$ cat src/hdl/kmee_pkg.sv
package kmee_pkg;

   // Matrix geometry and event queue size
   localparam int NUM_COLS    = 5;
   localparam int NUM_ROWS    = 7;
   localparam int NUM_KEYS    = NUM_COLS * NUM_ROWS;
   localparam int KEY_IDX_W   = $clog2(NUM_KEYS);
   localparam int ROW_W       = $clog2(NUM_ROWS);
   localparam int COL_W       = $clog2(NUM_COLS);
   localparam int QUEUE_DEPTH = 16;

   // Bit positions of modifier and hotkey keys (col*NUM_ROWS+row)
   localparam int BIT_SYMBOL = 2;
   localparam int BIT_ALT    = 4;
   localparam int BIT_LSHIFT = 13;
   localparam int BIT_RSHIFT = 17;
   localparam int BIT_KEY_B  = 25;
   localparam int BIT_KEY_L  = 29;

   // Byte constants
   localparam logic [7:0] HOTKEY_L_BYTE = 8'h0C;
   localparam logic [7:0] CASE_OFFSET   = 8'd32;
   localparam logic [7:0] LOWER_A       = 8'h61;
   localparam logic [7:0] LOWER_Z       = 8'h7A;

   typedef struct packed {
      logic        operation;
      logic [34:0] key_state;
   } req_type;

   typedef struct packed {
      logic [7:0] data_byte;
      logic       backlight_on;
      logic [4:0] pending_count;
      logic       dropped;
   } rsp_type;

   typedef enum logic [1:0] {
      CMD_READ,
      CMD_TOGGLE,
      CMD_HOTKEY_L,
      CMD_WALK
   } cmd_kind_type;

   // Classified transaction handed from front to back
   typedef struct packed {
      cmd_kind_type          kind;
      logic [NUM_KEYS-1:0]   fresh;
      logic                  sym;
      logic                  shift;
   } cmd_type;

   function automatic logic [7:0] normal_key(input logic [KEY_IDX_W-1:0] k);
      logic [7:0] b;
      unique case (k)
         6'd0:  b = "q";   6'd1:  b = "w";   6'd2:  b = 8'h00; 6'd3:  b = "a";
         6'd4:  b = 8'h00; 6'd5:  b = " ";   6'd6:  b = 8'h00; 6'd7:  b = "e";
         6'd8:  b = "s";   6'd9:  b = "d";   6'd10: b = "p";   6'd11: b = "x";
         6'd12: b = "z";   6'd13: b = 8'h00; 6'd14: b = "r";   6'd15: b = "g";
         6'd16: b = "t";   6'd17: b = 8'h00; 6'd18: b = "v";   6'd19: b = "c";
         6'd20: b = "f";   6'd21: b = "u";   6'd22: b = "h";   6'd23: b = "y";
         6'd24: b = 8'h0A; 6'd25: b = "b";   6'd26: b = "n";   6'd27: b = "j";
         6'd28: b = "o";   6'd29: b = "l";   6'd30: b = "i";   6'd31: b = 8'h08;
         6'd32: b = "$";   6'd33: b = "m";   6'd34: b = "k";
         default: b = 8'h00;
      endcase
      return b;
   endfunction

   function automatic logic [7:0] symbol_key(input logic [KEY_IDX_W-1:0] k);
      logic [7:0] b;
      unique case (k)
         6'd0:  b = "#";   6'd1:  b = "1";   6'd2:  b = 8'h00; 6'd3:  b = "*";
         6'd4:  b = 8'h00; 6'd5:  b = " ";   6'd6:  b = "0";   6'd7:  b = "2";
         6'd8:  b = "4";   6'd9:  b = "5";   6'd10: b = "@";   6'd11: b = "8";
         6'd12: b = "7";   6'd13: b = 8'h00; 6'd14: b = "3";   6'd15: b = "/";
         6'd16: b = "(";   6'd17: b = 8'h00; 6'd18: b = "?";   6'd19: b = "9";
         6'd20: b = "6";   6'd21: b = "_";   6'd22: b = ":";   6'd23: b = ")";
         6'd24: b = 8'h0A; 6'd25: b = "!";   6'd26: b = ",";   6'd27: b = ";";
         6'd28: b = "+";   6'd29: b = 8'h22; 6'd30: b = "-";   6'd31: b = 8'h7F;
         6'd32: b = 8'h00; 6'd33: b = ".";   6'd34: b = 8'h27;
         default: b = 8'h00;
      endcase
      return b;
   endfunction

endpackage

$ cat src/hdl/kmee_front.sv
module kmee_front (
   input  logic              clock,
   input  logic              reset,
   input  logic              start,
   input  kmee_pkg::req_type req_data,
   input  logic              cmdq_full,
   output logic              busy,
   output logic              cmd_push,
   output kmee_pkg::cmd_type cmd
);

   logic [kmee_pkg::NUM_KEYS-1:0] prev_keys_ff;
   logic [kmee_pkg::NUM_KEYS-1:0] prev_keys_in;
   logic [kmee_pkg::NUM_KEYS-1:0] now_keys;
   logic [kmee_pkg::NUM_KEYS-1:0] fresh;
   logic                          alt;

   assign busy     = cmdq_full;
   assign cmd_push = start && !cmdq_full;

   // Find new presses against the previous frame
   assign now_keys = req_data.key_state;
   assign fresh    = now_keys & ~prev_keys_ff;
   assign alt      = now_keys[kmee_pkg::BIT_ALT];

   // Classify the transaction
   always_comb begin
      cmd.fresh = fresh;
      cmd.sym   = now_keys[kmee_pkg::BIT_SYMBOL];
      cmd.shift = now_keys[kmee_pkg::BIT_LSHIFT] || now_keys[kmee_pkg::BIT_RSHIFT];
      if (req_data.operation) begin
         cmd.kind = kmee_pkg::CMD_READ;
      end else if (alt && fresh[kmee_pkg::BIT_KEY_B]) begin
         cmd.kind = kmee_pkg::CMD_TOGGLE;
      end else if (alt && fresh[kmee_pkg::BIT_KEY_L]) begin
         cmd.kind = kmee_pkg::CMD_HOTKEY_L;
      end else begin
         cmd.kind = kmee_pkg::CMD_WALK;
      end
   end

   // Track the last scanned frame; reads leave it alone
   assign prev_keys_in = (cmd_push && !req_data.operation) ? now_keys : prev_keys_ff;

   always_ff @(posedge clock) begin
      if (reset) begin
         prev_keys_ff <= '0;
      end else begin
         prev_keys_ff <= prev_keys_in;
      end
   end

endmodule

$ cat src/hdl/kmee_cmd_fifo.sv
module kmee_cmd_fifo (
   input  logic              clock,
   input  logic              reset,
   input  logic              push,
   input  kmee_pkg::cmd_type push_cmd,
   input  logic              pop,
   output logic              full,
   output logic              valid,
   output kmee_pkg::cmd_type pop_cmd
);

   kmee_pkg::cmd_type slot_ff [2];
   logic       wr_ptr_ff;
   logic       wr_ptr_in;
   logic       rd_ptr_ff;
   logic       rd_ptr_in;
   logic [1:0] count_ff;
   logic [1:0] count_in;
   logic       do_push;
   logic       do_pop;

   assign full    = (count_ff == 2'd2);
   assign valid   = (count_ff != 2'd0);
   assign pop_cmd = slot_ff[rd_ptr_ff];

   assign do_push = push && !full;
   assign do_pop  = pop && valid;

   // Advance pointers and occupancy
   always_comb begin
      wr_ptr_in = do_push ? !wr_ptr_ff : wr_ptr_ff;
      rd_ptr_in = do_pop ? !rd_ptr_ff : rd_ptr_ff;
      count_in  = count_ff;
      if (do_push && !do_pop) begin
         count_in = count_ff + 2'd1;
      end else if (do_pop && !do_push) begin
         count_in = count_ff - 2'd1;
      end
   end

   always_ff @(posedge clock) begin
      if (reset) begin
         wr_ptr_ff <= 1'b0;
         rd_ptr_ff <= 1'b0;
         count_ff  <= 2'd0;
      end else begin
         wr_ptr_ff <= wr_ptr_in;
         rd_ptr_ff <= rd_ptr_in;
         count_ff  <= count_in;
      end
   end

   // Hold queued transactions
   always_ff @(posedge clock) begin
      if (do_push) begin
         slot_ff[wr_ptr_ff] <= push_cmd;
      end
   end

endmodule

$ cat src/hdl/kmee_back.sv
module kmee_back (
   input  logic              clock,
   input  logic              reset,
   input  logic              cmd_valid,
   input  kmee_pkg::cmd_type cmd,
   output logic              cmd_pop,
   output logic              rsp_valid,
   output kmee_pkg::rsp_type rsp_data
);

   localparam int QIDX_W = $clog2(kmee_pkg::QUEUE_DEPTH);
   localparam int FILL_W = $clog2(kmee_pkg::QUEUE_DEPTH + 1);
   localparam int SUM_W  = FILL_W + 1;

   typedef enum logic [1:0] {
      ST_IDLE,
      ST_READ,
      ST_WALK
   } state_type;

   state_type                     state_ff, state_in;
   logic                          backlight_ff, backlight_in;
   logic [QIDX_W-1:0]             head_ff, head_in;
   logic [FILL_W-1:0]             fill_ff, fill_in;
   logic [kmee_pkg::ROW_W-1:0]    row_ff, row_in;
   logic [kmee_pkg::COL_W-1:0]    col_ff, col_in;
   logic [kmee_pkg::NUM_KEYS-1:0] fresh_ff, fresh_in;
   logic                          sym_ff, sym_in;
   logic                          shift_ff, shift_in;
   logic                          drop_ff, drop_in;
   logic                          rsp_valid_ff, rsp_valid_in;
   kmee_pkg::rsp_type             rsp_ff, rsp_in;

   logic [7:0]                    event_mem [kmee_pkg::QUEUE_DEPTH];
   logic [7:0]                    rd_data_ff;

   logic                          push_req;
   logic [7:0]                    push_byte;
   logic                          queue_full;
   logic                          wr_en;
   logic [SUM_W-1:0]              tail_sum;
   logic [QIDX_W-1:0]             tail;
   logic [QIDX_W-1:0]             head_next;

   logic [kmee_pkg::KEY_IDX_W-1:0] key_idx;
   logic [7:0]                     nb;
   logic [7:0]                     sb;
   logic                           key_hit;
   logic [7:0]                     key_byte;
   logic                           last_key;
   logic [FILL_W+4:0]              fill_wide;

   assign queue_full = (fill_ff >= FILL_W'(kmee_pkg::QUEUE_DEPTH));
   assign wr_en      = push_req && !queue_full;

   // Locate the tail slot, wrapping at the queue depth
   always_comb begin
      tail_sum = SUM_W'(head_ff) + SUM_W'(fill_ff);
      if (tail_sum >= SUM_W'(kmee_pkg::QUEUE_DEPTH)) begin
         tail_sum = tail_sum - SUM_W'(kmee_pkg::QUEUE_DEPTH);
      end
      tail = tail_sum[QIDX_W-1:0];
   end

   assign head_next = (head_ff == QIDX_W'(kmee_pkg::QUEUE_DEPTH - 1)) ? '0 : head_ff + 1'b1;

   // Look up the key under the walk counters
   assign key_idx  = kmee_pkg::KEY_IDX_W'(col_ff) * kmee_pkg::KEY_IDX_W'(kmee_pkg::NUM_ROWS)
                   + kmee_pkg::KEY_IDX_W'(row_ff);
   assign nb       = kmee_pkg::normal_key(key_idx);
   assign sb       = kmee_pkg::symbol_key(key_idx);
   assign key_hit  = fresh_ff[key_idx] && ((nb != 8'h00) || (sb != 8'h00));
   assign last_key = (row_ff == kmee_pkg::ROW_W'(kmee_pkg::NUM_ROWS - 1))
                  && (col_ff == kmee_pkg::COL_W'(kmee_pkg::NUM_COLS - 1));

   // Pick the byte from the symbol or the normal table
   always_comb begin
      if (sym_ff) begin
         key_byte = sb;
      end else if (shift_ff && (nb >= kmee_pkg::LOWER_A) && (nb <= kmee_pkg::LOWER_Z)) begin
         key_byte = nb - kmee_pkg::CASE_OFFSET;
      end else begin
         key_byte = nb;
      end
   end

   assign fill_wide = {5'b0, fill_in};

   // Sequence the transaction and form the result
   always_comb begin
      state_in     = state_ff;
      backlight_in = backlight_ff;
      head_in      = head_ff;
      fill_in      = fill_ff;
      row_in       = row_ff;
      col_in       = col_ff;
      fresh_in     = fresh_ff;
      sym_in       = sym_ff;
      shift_in     = shift_ff;
      drop_in      = drop_ff;
      rsp_valid_in = 1'b0;
      push_req     = 1'b0;
      push_byte    = kmee_pkg::HOTKEY_L_BYTE;
      cmd_pop      = 1'b0;
      rsp_in       = rsp_ff;
      rsp_in.data_byte = 8'h00;
      rsp_in.dropped   = 1'b0;

      unique case (state_ff)
         ST_IDLE: begin
            if (cmd_valid) begin
               cmd_pop = 1'b1;
               unique case (cmd.kind)
                  kmee_pkg::CMD_READ: begin
                     state_in = ST_READ;
                  end
                  kmee_pkg::CMD_TOGGLE: begin
                     backlight_in = !backlight_ff;
                     rsp_valid_in = 1'b1;
                  end
                  kmee_pkg::CMD_HOTKEY_L: begin
                     push_req       = 1'b1;
                     rsp_in.dropped = queue_full;
                     rsp_valid_in   = 1'b1;
                  end
                  default: begin
                     fresh_in = cmd.fresh;
                     sym_in   = cmd.sym;
                     shift_in = cmd.shift;
                     row_in   = '0;
                     col_in   = '0;
                     drop_in  = 1'b0;
                     state_in = ST_WALK;
                  end
               endcase
            end
         end
         ST_READ: begin
            if (fill_ff != '0) begin
               rsp_in.data_byte = rd_data_ff;
               head_in          = head_next;
            end
            rsp_valid_in = 1'b1;
            state_in     = ST_IDLE;
         end
         ST_WALK: begin
            push_req  = key_hit;
            push_byte = key_byte;
            drop_in   = drop_ff || (key_hit && queue_full);
            if (col_ff == kmee_pkg::COL_W'(kmee_pkg::NUM_COLS - 1)) begin
               col_in = '0;
               row_in = row_ff + 1'b1;
            end else begin
               col_in = col_ff + 1'b1;
            end
            if (last_key) begin
               rsp_in.dropped = drop_in;
               rsp_valid_in   = 1'b1;
               state_in       = ST_IDLE;
            end
         end
         default: begin
            state_in = ST_IDLE;
         end
      endcase

      // Occupancy follows the push or the pop of this cycle
      if (wr_en) begin
         fill_in = fill_ff + 1'b1;
      end else if ((state_ff == ST_READ) && (fill_ff != '0)) begin
         fill_in = fill_ff - 1'b1;
      end

      rsp_in.backlight_on  = backlight_in;
      rsp_in.pending_count = fill_wide[4:0];
   end

   always_ff @(posedge clock) begin
      if (reset) begin
         state_ff     <= ST_IDLE;
         backlight_ff <= 1'b0;
         head_ff      <= '0;
         fill_ff      <= '0;
         rsp_valid_ff <= 1'b0;
      end else begin
         state_ff     <= state_in;
         backlight_ff <= backlight_in;
         head_ff      <= head_in;
         fill_ff      <= fill_in;
         rsp_valid_ff <= rsp_valid_in;
      end
      row_ff   <= row_in;
      col_ff   <= col_in;
      fresh_ff <= fresh_in;
      sym_ff   <= sym_in;
      shift_ff <= shift_in;
      drop_ff  <= drop_in;
      rsp_ff   <= rsp_in;
   end

   // Event byte storage with registered read at the head
   always_ff @(posedge clock) begin
      if (wr_en) begin
         event_mem[tail] <= push_byte;
      end
      rd_data_ff <= event_mem[head_ff];
   end

   assign rsp_valid = rsp_valid_ff;
   assign rsp_data  = rsp_ff;

endmodule

$ cat src/hdl/key_matrix_event_encoder_core.sv
// Each accepted request passes through the transaction queue to the back end, which
// registers its result; a scan frame first runs a 35-key walk, one key a cycle.
// The back end takes one transaction at a time and pops the next only when idle;
// a two-entry transaction queue lets the front accept while the walk runs.
// Results are strobed for one cycle and never stall. Synchronous active-high reset
// clears the previous frame, queue pointers and backlight; event storage is not cleared.
module key_matrix_event_encoder_core (
   input  logic              clock,
   input  logic              reset,
   input  logic              start,
   input  kmee_pkg::req_type req_data,
   output logic              busy,
   output logic              rsp_valid,
   output kmee_pkg::rsp_type rsp_data
);

   logic              cmdq_full;
   logic              cmd_push;
   kmee_pkg::cmd_type push_cmd;
   logic              cmd_valid;
   logic              cmd_pop;
   kmee_pkg::cmd_type pop_cmd;

   kmee_front u_front (
      .clock     (clock),
      .reset     (reset),
      .start     (start),
      .req_data  (req_data),
      .cmdq_full (cmdq_full),
      .busy      (busy),
      .cmd_push  (cmd_push),
      .cmd       (push_cmd)
   );

   kmee_cmd_fifo u_cmd_fifo (
      .clock    (clock),
      .reset    (reset),
      .push     (cmd_push),
      .push_cmd (push_cmd),
      .pop      (cmd_pop),
      .full     (cmdq_full),
      .valid    (cmd_valid),
      .pop_cmd  (pop_cmd)
   );

   kmee_back u_back (
      .clock     (clock),
      .reset     (reset),
      .cmd_valid (cmd_valid),
      .cmd       (pop_cmd),
      .cmd_pop   (cmd_pop),
      .rsp_valid (rsp_valid),
      .rsp_data  (rsp_data)
   );

endmodule

$ cat config.mk
export PLATFORM = sky130hd
export DESIGN_NAME = key_matrix_event_encoder_core
export DESIGN_NICKNAME = d
export VERILOG_FILES = /design/src/hdl/kmee_pkg.sv /design/src/hdl/kmee_front.sv /design/src/hdl/kmee_cmd_fifo.sv /design/src/hdl/kmee_back.sv /design/src/hdl/key_matrix_event_encoder_core.sv
export SDC_FILE = /design/constraint.sdc
export NUM_CORES = 1
export LEC_CHECK = 0
export ABC_CLOCK_PERIOD_IN_PS = 5300
export BUFFER_PORTS_ARGS = -buffer_cell sky130_fd_sc_hd__buf_2
export CAP_MARGIN = 20
export CORE_MARGIN = 4
export CORE_UTILIZATION = 58
export CTS_BUF_LIST = sky130_fd_sc_hd__clkbuf_8
export CTS_CLUSTER_SIZE = 8
export DETAILED_ROUTE_END_ITERATION = 12
export GPL_TIMING_DRIVEN = 0
export PLACE_DENSITY_LB_ADDON = 0.05
export SLEW_MARGIN = 20
export SYNTH_ARGS = -nofsm -noshare
export SYNTH_HDL_FRONTEND = slang
export SYNTH_SLANG_ARGS = --single-unit
$ cat constraint.sdc
create_clock -name clock -period 5.3 [get_ports clock]
set_input_delay 0.265 -clock clock [delete_from_list [all_inputs] [get_ports clock]]
set_output_delay 0.265 -clock clock [all_outputs]
set_load 0.005 [all_outputs]
==> results of run 1 <==
## repair_timing
item | in CTS | in global routing
hold buffers | 35 | 0
hold endpoints to repair | 39 | 0
buffers inserted | 2 | 15
pin swaps | 4 | 13
gates resized for setup | 29 | 38
setup endpoints to repair | 156 | 177
## placed cells by master, fill, tap and decap left out, types with 6 or more instances in the layout
master	instances
buf_2	62
o21ai_0	17
ha_1	31
edfxtp_1	250
buf_4	25
and2_1	14
nor3_1	10
xnor2_1	8
inv_1	52
or2_2	7
clkbuf_8	61
o21ai_1	7
mux2i_1	8
a21oi_1	60
dfxtp_1	76
nor2_4	7
nand3_1	15
nor2_1	41
and3_1	8
mux4_2	44
buf_12	7
nor2b_1	43
mux2_2	42
clkbuf_1	29
nor4_4	9
dlygate4sd3_1	35
clkinv_1	6
xor2_1	6
a221oi_1	7
nand2_1	114
## power groups by stage
stage	combinational, mW	clock, mW	sequential, mW
finish	5.56	2.01	3.25
floorplan	3.54	0	3.28
detailed placement	4.81	0	3.31
global placement	4.76	0	3.32
CTS	5.11	2.05	3.26
global route	6.00	2.18	3.28
## cell type report
cell class / count / area (sq um) / share of cell area, %
clock inverters: 37 / 159 / 0.951
inverters: 27 / 105 / 0.629
flip-flops and latches: 326 / 9030 / 54.0
plain buffers: 49 / 244 / 1.46
multi-input cells: 592 / 4980 / 29.8
repair buffers: 122 / 958 / 5.73
clock buffers: 61 / 840 / 5.02
well taps: 319 / 399 / 2.39
## worst min-delay path: stages
cell and delay [ns]:
buf_2 0.15, nor2_1 0.08, mux2_1 0.12
## state kept, by name (all words and copies together) (netlist names), named ones only
| register | count |
|---|---|
| u_back.rd_data_ff | 8 |
| u_back.col_ff | 3 |
| u_cmd_fifo.wr_ptr_ff | 1 |
| u_cmd_fifo.rd_ptr_ff | 1 |
| u_back.head_ff | 4 |
| u_front.prev_keys_ff | 35 |
| u_back.sym_ff | 1 |
| u_cmd_fifo.count_ff | 2 |
| u_back.shift_ff | 1 |
| u_back.state_ff | 2 |
| u_back.fill_ff | 5 |
| u_cmd_fifo.slot_ff | 78 |
| u_back.drop_ff | 1 |
| u_back.rsp_valid | 1 |
| u_back.fresh_ff | 35 |
| u_back.backlight_ff | 1 |
| u_back.rsp_data | 15 |
| u_back.row_ff | 3 |
| u_back.event_mem | 128 |
## Yosys cell counts, types with 3 or more instances
| master | n | area [sq um] |
|---|---|---|
| o21ai_1 | 4 | 20.0 |
| mux4_2 | 44 | 991 |
| buf_2 | 9 | 45.0 |
| nor4_1 | 9 | 56.3 |
| a31oi_1 | 5 | 31.3 |
| dfxtp_1 | 76 | 1520 |
| a21oi_1 | 64 | 320 |
| ha_1 | 31 | 388 |
| fa_1 | 5 | 100 |
| xnor2_1 | 8 | 70.1 |
| and3_1 | 9 | 56.3 |
| or2_2 | 7 | 43.8 |
| nand3_1 | 15 | 75.1 |
| nand2b_1 | 4 | 25.0 |
| o22ai_1 | 3 | 18.8 |
| a311oi_1 | 5 | 43.8 |
| nor2_1 | 52 | 195 |
| a211oi_1 | 5 | 37.5 |
| edfxtp_1 | 250 | 7510 |
| nor2b_1 | 43 | 269 |
| a221oi_1 | 7 | 61.3 |
| o21ai_0 | 20 | 100 |
| nand2_1 | 115 | 432 |
| buf_6 | 3 | 33.8 |
| mux2_2 | 42 | 473 |
| xor2_1 | 6 | 52.6 |
| clkbuf_1 | 31 | 116 |
| or3_1 | 3 | 18.8 |
| buf_1 | 6 | 22.5 |
| mux2i_1 | 9 | 90.1 |
| o211ai_1 | 4 | 30.0 |
| inv_1 | 27 | 101 |
| nor3_1 | 14 | 70.1 |
| and2_1 | 14 | 87.6 |
## path summary, 6_finish.rpt
check | end | slack (ns) | depth (start not counted)
worst max register to register | u_back.event_mem[9][2] | 0.16 | 17
worst min-delay path | u_back.fill_ff[0] | 0.06 | 3
worst min register to register | u_back.rsp_data[13] | 0.42 | 1
worst max-delay path | u_back.event_mem[9][2] | 0.16 | 17
## through the flow
| stage | power [mW] | cell area [sq um] |
|---|---|---|
| 3_5_place_dp | 8.12 | 14900 |
| 4_1_cts | 10.4 | 16400 |
| 6_report | 10.8 | 16700 |
| 2_1_floorplan | 6.82 | 14000 |
| 5_1_grt | 11.5 | 16700 |
| 3_3_place_gp | 8.08 | 14700 |
## per-layer routing
layer	track usage, %	routed length, um	vias up
met5	0	0	-
met4	6.86	838	0
li1	-	-	4081
met3	4.90	2550	71
met2	36.2	14100	337
met1	34.0	13200	4342
## cells by family after synthesis
family	Yosys count	synth area share, %
DFF	326	64.4
and+or+nand+nor	298	10.5
AOI/OAI and AO/OA	145	6.88
muxes	97	11.3
buffers and inverters	76	2.28
adders and majority gates	36	3.48
xor gates and xnor gates	16	1.15
==> impl_metrics.tcl, run 1 <==
set metrics [dict create \
    syn-num-nets 1069 \
    gp_congestion 0.915 \
    post-route-period-util_pct 97.0 \
    cp_max_fo 10 \
    tightest_slew_ns 1.07 \
    drtPass1Iterations 7 \
    clk_path_buf_depth 3 \
    ys_seq_elements 326 \
    ant_nets 0 \
    ys_dominant_reg_cell "edfxtp_1" \
    endpoint_kind "register" \
    antenna_cells 0 \
    power_density_mw_per_mm2 648 \
    p_int_mw 6.33 \
    grt_pass1_vias 8649 \
    fp.dieH_um 163 \
    die_w_um 163 \
    cts_inserted_buffers 52 \
    setup_viol 0 \
    cpPeakStageDelay_ns 0.56 \
    drtIter0Drc 830 \
    layout.nets 1245 \
    slew_violations 0 \
    p_leak_nw 5.94 \
    cts.clk_slew.worst_paths_ns 0.06 \
    vias 8831 \
    synth-warning-count 0 \
    slew-limit-headroom_pct 28.4 \
    synth_edf_count 250 \
    area_growth_pct 19.3 \
    fmax_mhz 195 \
    cp.required_ns 5.64 \
    p_sw_share_pct 41.5 \
    place_ws_ns -0.594 \
    crit_chain "fa_1 -> inv_1 -> fa_1 -> inv_1 -> fa_2 -> xor2_4 -> buf_2 -> nand3_1 -> a311oi_1 -> a2111oi_2 -> nor2_1 -> nand4_4 -> a31oi_4 -> nand3b_1 -> buf_4 -> nor2_4 -> buf_12" \
    async_flop_share_pct 0 \
    syn_avg_cell_area_sq_um 14.1 \
    switchingPower_mw 4.49 \
    overflow 0 \
    timing.rr.start "u_back.col_ff[1]" \
    core_area_sq_mm 0.0236 \
    min_period_ns 5.14 \
    fill_cells 1603 \
    fin_setup_tns_ns 0 \
    hold_slack_ns 0.0587 \
    setup_ws_ns 0.160 \
    wl_per_cell_um 20.0 \
    max_cap_viol_count 0 \
    place_inst 1383 \
    start_util_pct 59.4 \
    fin_skew_ns 0.0303 \
    cts_tree "built" \
    start_kind "register" \
    synthCells 994 \
    worstSetupPathType "register to register" \
    final_cells 1533 \
    path_delay_family "adder cells" \
    antenna_found_initial 0 \
    grt_pass1_wl_um 48000 \
    cp_num_buf_inv 5 \
    p_comb_share_pct 51.3 \
    grt_max_degree 27 \
    hold_start "reset" \
    status "completed" \
    drive_gt1_share_pct 25.9 \
    synthDistinctLibCells 71 \
    track_usage_pct 23.4 \
    htree_levels 2 \
    dieArea_sq_mm 0.0267 \
    dp_hpwl_um 20500 \
    p_seq_share_pct 30.1 \
    syn_area_sq_mm 0.0140 \
    clk_latency_ns 0.59 \
    ios 56 \
    cp-startpoint "u_back.col_ff[1]" \
    cts_root_buf "clkbuf_8" \
    vias_per_cell 5.76 \
    utilization_pct 70.8 \
    routed_wl_um 30700 \
    fp-row-count 56 \
    clkPwrFrac_pct 18.6 \
    yosysSeqAreaShare_pct 64.4 \
    drc 0 \
    hp-class "primary input to register" \
    crit_arrival_ns 5.48 \
    clock_sinks 326 \
    port-buffer-count 55 \
    irDropWorstVdd_mv 0.438 \
    critPathSlowestCell "a311oi_1" \
    finalHoldViolations 0 \
]
(Power assumes the default switching activity.)
==> run 2, diff against run 1 <==
Settings changed: ABC_CLOCK_PERIOD_IN_PS 5300 to 6000, CORE_UTILIZATION 58 to 65.
Clock period 5.3 ns to 6 ns, I/O delays scaled along.
==> impl_metrics.tcl, run 2 (same netlist as run 1, synthesis figures left out) <==
set metrics [dict create \
    setup_viol 0 \
    ios 56 \
    utilization_pct 77.1 \
    irDropWorstVdd_mv 0.348 \
    slew_violations 0 \
    clk_latency_ns 0.58 \
    hp-class "primary input to register" \
    grt_max_degree 26 \
    layout.nets 1224 \
    crit_end "u_back.event_mem[7][1]" \
    overflow 0 \
    hold_slack_ns 0.0891 \
    dp_hpwl_um 20900 \
    final_common_cell "edfxtp_1" \
    start_kind "register" \
    drtIter0Drc 843 \
    power_density_mw_per_mm2 561 \
    drive_gt1_share_pct 23.3 \
    cts_root_buf "clkbuf_8" \
    cts.clk_slew.worst_paths_ns 0.06 \
    status "completed" \
    cp_max_fo 10 \
    vias 8912 \
    start_util_pct 66.5 \
    dpl_cell_area_sq_mm 0.0149 \
    p_total_mw 9.12 \
    top_regs "u_back.event_mem x128, u_cmd_fifo.slot_ff x78" \
    fin_skew_ns 0.0229 \
    max_cap_viol_count 0 \
    place_ws_ns 0.0573 \
    wl_per_cell_um 21.1 \
    grt_pass1_wl_um 48600 \
    vias_per_cell 6.08 \
    die_w_um 155 \
    ant_nets 0 \
    place_inst 1336 \
    routed_wl_um 30900 \
    fin_setup_tns_ns 0 \
    largest-register "u_back.event_mem" \
    timing.rr.start "u_back.col_ff[2]" \
    endpoint_kind "register" \
    drc 0 \
    rr_worst_depth 15 \
    core_area_sq_mm 0.0211 \
    crit_arrival_ns 5.95 \
    r2r_setup_slack_ns 0.23 \
    post-route-period-util_pct 96.2 \
    setup_ws_ns 0.228 \
    clk_path_buf_depth 3 \
    min_period_ns 5.77 \
    area_growth_pct 16.1 \
    dieArea_sq_mm 0.0240 \
    fp-row-count 53 \
    fp.dieH_um 155 \
    cts_setup_buffers 0 \
    worstSetupPathType "register to register" \
    htree_levels 2 \
    largest_register_ffs 128 \
    cp-startpoint "u_back.col_ff[2]" \
    antenna_cells 0 \
    finalHoldViolations 0 \
    rsz0062_at_grt "yes" \
    clock_sinks 326 \
    postLayoutCellArea_sq_mm 0.0163 \
    slew-limit-headroom_pct 39.0 \
    cts_tree "built" \
    cts_inserted_buffers 51 \
    drtPass1Iterations 5 \
    final_cell_mix "edfxtp_1, nand2_1, dfxtp_1, buf_2, clkbuf_8" \
    fmax_mhz 173 \
    track_usage_pct 26.2 \
    cp.required_ns 6.18 \
    final_cells 1466 \
    p_leak_nw 5.83 \
    port-buffer-count 55 \
    timing.rr.end "u_back.event_mem[7][1]" \
    gp_congestion 0.911 \
    grt_pass1_vias 8769 \
    tightest_slew_ns 0.910 \
    antenna_found_initial 0 \
]
-- run 2: cell types whose count changed in the layout (fill, tap and decap cells not counted), moves of 5 or more --
cell / previous run / this run
buf_4: 25 / 3
buf_2: 62 / 70
nor2_1: 41 / 48
buf_12: 7 / 1
clkinv_1: 6 / 0
nor2_4: 7 / 2
nor4_2: 0 / 5
nor4_4: 9 / 4
-- run 2: worst min path at each step --
stage | depth (start not counted) | from | endpoint
2_1_floorplan | 0 | req_data[2] | u_cmd_fifo.slot_ff[0][1]
3_3_place_gp | 1 | u_back.rd_data_ff[1] | u_back.rsp_data[8]
3_5_place_dp | 1 | u_back.rd_data_ff[7] | u_back.rsp_data[14]
4_1_cts | 2 | req_data[35] | u_cmd_fifo.slot_ff[1][38]
5_1_grt | 2 | req_data[35] | u_cmd_fifo.slot_ff[0][38]
6_report | 2 | req_data[35] | u_cmd_fifo.slot_ff[1][38]
-- run 2: layout make-up --
type                            instances  area (sq um)
Buffer                                 49           219
Clock buffer                           64           881
Clock inverter                         31           126
Fill cell                            1235          4820
Inverter                               27           101
Multi-Input combinational cell        592          4810
Sequential cell                       326          9030
Tap cell                              275           344
Timing Repair Buffer                  102           753
-- run 2: metal layers --
| metal | vias up | part of all wire (%) | global-route usage (%) |
|---|---|---|---|
| met3 | 57 | 8.7 | 5.74 |
| met4 | 0 | 2.1 | 7.49 |
| met2 | 396 | 46 | 39.8 |
| met5 | - | 0 | 0 |
| met1 | 4407 | 43 | 38.9 |
| li1 | 4052 | - | - |
-- run 2: power by group --
group          switching (mW)  internal (mW)
logic                    2.84           1.61
clock network           0.825          0.958
registers              0.0930           2.79
-- run 2: critical path: stages, from the launching register on --
cell	delay, ns
edfxtp_1	0.52
fa_1	0.54
inv_1	0.05
fa_1	0.51
inv_1	0.07
fa_1	0.57
xnor2_1	0.25
buf_2	0.25
buf_1	0.41
o21ai_0	0.28
a311oi_2	0.42
nor4_4	0.11
nand4_4	0.15
a31oi_4	0.16
buf_2	0.29
nor3_2	0.79
-- run 2: what timing repair did --
action	4_1_cts	5_1_grt
hold buffers	35	0
gates resized for setup	0	9
setup endpoints to repair	0	95
hold endpoints to repair	37	0
==> run 3, diff against run 2 <==
Settings changed: CELL_PAD_IN_SITES_DETAIL_PLACEMENT set to 1, CELL_PAD_IN_SITES_GLOBAL_PLACEMENT set to 2, CORE_UTILIZATION 65 to 50, CTS_CLUSTER_SIZE 8 to not set.
==> impl_metrics.tcl, run 3 (same netlist as run 1, synthesis figures left out) <==
set metrics [dict create \
    area_growth_pct 17.4 \
    fin_skew_ns 0.0279 \
    cts_tree "built" \
    irDropWorstVdd_mv 0.389 \
    finalHoldViolations 0 \
    grt_pass1_vias 9289 \
    final_common_cell "edfxtp_1" \
    ant_nets 0 \
    post-route-period-util_pct 94.8 \
    routed_wl_um 32700 \
    power_density_mw_per_mm2 561 \
    vias 8490 \
    core_area_sq_mm 0.0277 \
    gp_congestion 0.864 \
    clk_latency_ns 0.58 \
    fin_setup_tns_ns 0 \
    drc 0 \
    fmax_mhz 176 \
    r2r_setup_slack_ns 0.31 \
    start_util_pct 50.6 \
    hp-class "primary input to register" \
    wl_per_cell_um 20.8 \
    endpoint_kind "register" \
    crit_arrival_ns 5.87 \
    die_w_um 175 \
    final_cell_mix "edfxtp_1, nand2_1, dfxtp_1, buf_2, clkbuf_8" \
    cp_max_fo 10 \
    antenna_cells 0 \
    p_leak_nw 5.84 \
    drtPass1Iterations 5 \
    slew-limit-headroom_pct 35.3 \
    ios 56 \
    cts.clk_slew.worst_paths_ns 0.06 \
    cts_inserted_buffers 52 \
    grt_max_degree 24 \
    tightest_slew_ns 0.971 \
    drtIter0Drc 385 \
    port-buffer-count 55 \
    fp-row-count 61 \
    start_kind "register" \
    fp.dieH_um 175 \
    largest-register "u_back.event_mem" \
    vias_per_cell 5.40 \
    cts_root_buf "clkbuf_8" \
    drive_gt1_share_pct 23.8 \
    dieArea_sq_mm 0.0308 \
    top_regs "u_back.event_mem x128, u_cmd_fifo.slot_ff x78" \
    utilization_pct 59.4 \
    grt_pass1_wl_um 52400 \
    track_usage_pct 21.8 \
    clk_path_buf_depth 3 \
    rsz0062_at_grt "no" \
    layout.nets 1227 \
    worstSetupPathType "register to register" \
    antenna_found_initial 0 \
    max_cap_viol_count 0 \
    setup_viol 0 \
    overflow 0 \
    cp.required_ns 6.18 \
    largest_register_ffs 128 \
    slew_violations 0 \
    min_period_ns 5.69 \
    hold_slack_ns 0.0342 \
    status "completed" \
    htree_levels 2 \
    clock_sinks 326 \
    fill_cells 2725 \
    dp_hpwl_um 23500 \
]
==> run 3: area by class of cell <==
| class | count | area (sq um) | area share [%] |
|---|---|---|---|
| Clock inverter | 34 | 180 | 1.10 |
| Inverter | 27 | 101 | 0.616 |
| Multi-Input combinational cell | 592 | 4790 | 29.1 |
| Clock buffer | 63 | 867 | 5.27 |
| Tap cell | 378 | 473 | 2.87 |
| Sequential cell | 326 | 9030 | 54.9 |
| Timing Repair Buffer | 104 | 791 | 4.81 |
| Buffer | 49 | 221 | 1.35 |
==> run 3: final timing paths <==
path,depth (start not counted),start,end
max,15,u_back.col_ff[2],u_back.event_mem[3][4]
min,3,req_data[4],u_front.prev_keys_ff[4]
max reg2reg,15,u_back.col_ff[2],u_back.event_mem[3][4]
min reg2reg,1,u_back.rd_data_ff[0],u_back.rsp_data[7]
==> run 3: power by group <==
group / switching, mW / internal [mW]
logic: 2.88 / 1.62
registers: 0.0933 / 2.79
clock network: 0.856 / 0.997
==> run 3: critical path, stage by stage (launching register included) <==
cell	delay, ns
edfxtp_1	0.52
fa_1	0.53
inv_1	0.05
fa_1	0.51
inv_1	0.07
fa_1	0.56
xor2_2	0.37
nand2_1	0.17
a2111oi_1	0.53
a21oi_1	0.10
mux2i_1	0.27
and4bb_1	0.29
nand4_4	0.15
a31oi_4	0.15
buf_2	0.26
nor3_2	0.75
==> run 3: timing repair <==
action | CTS | global route
setup buffers | 0 | 0
hold endpoints to repair | 36 | 0
resized for setup | 1 | 11
pin swaps | 0 | 0
endpoints found under the setup margin | 16 | 94
hold buffers | 34 | 0
==> run 3: through the flow <==
| stage | worst slack [ns] | instance area, sq um | power [mW] | cells |
|---|---|---|---|---|
| floorplan | 0.783 | 14000 | 6.03 | 994 |
| global placement | -0.746 | 14800 | 7.23 | 1427 |
| detailed placement | -0.134 | 15000 | 7.33 | 1441 |
| CTS | 0.0498 | 16400 | 9.23 | 1572 |
| global route | 0.00897 | 16500 | 9.87 | 1573 |
| finish | 0.310 | 16500 | 9.24 | 1573 |
==> run 3: per-layer routing <==
layer  global-route usage, %  wire (um)  vias up
li1                        -          -     4045
met5                       0          0        -
met2                    40.7      17600      192
met1                    26.8      13200     4210
met3                    3.40       1360       43
met4                    5.33        545        0
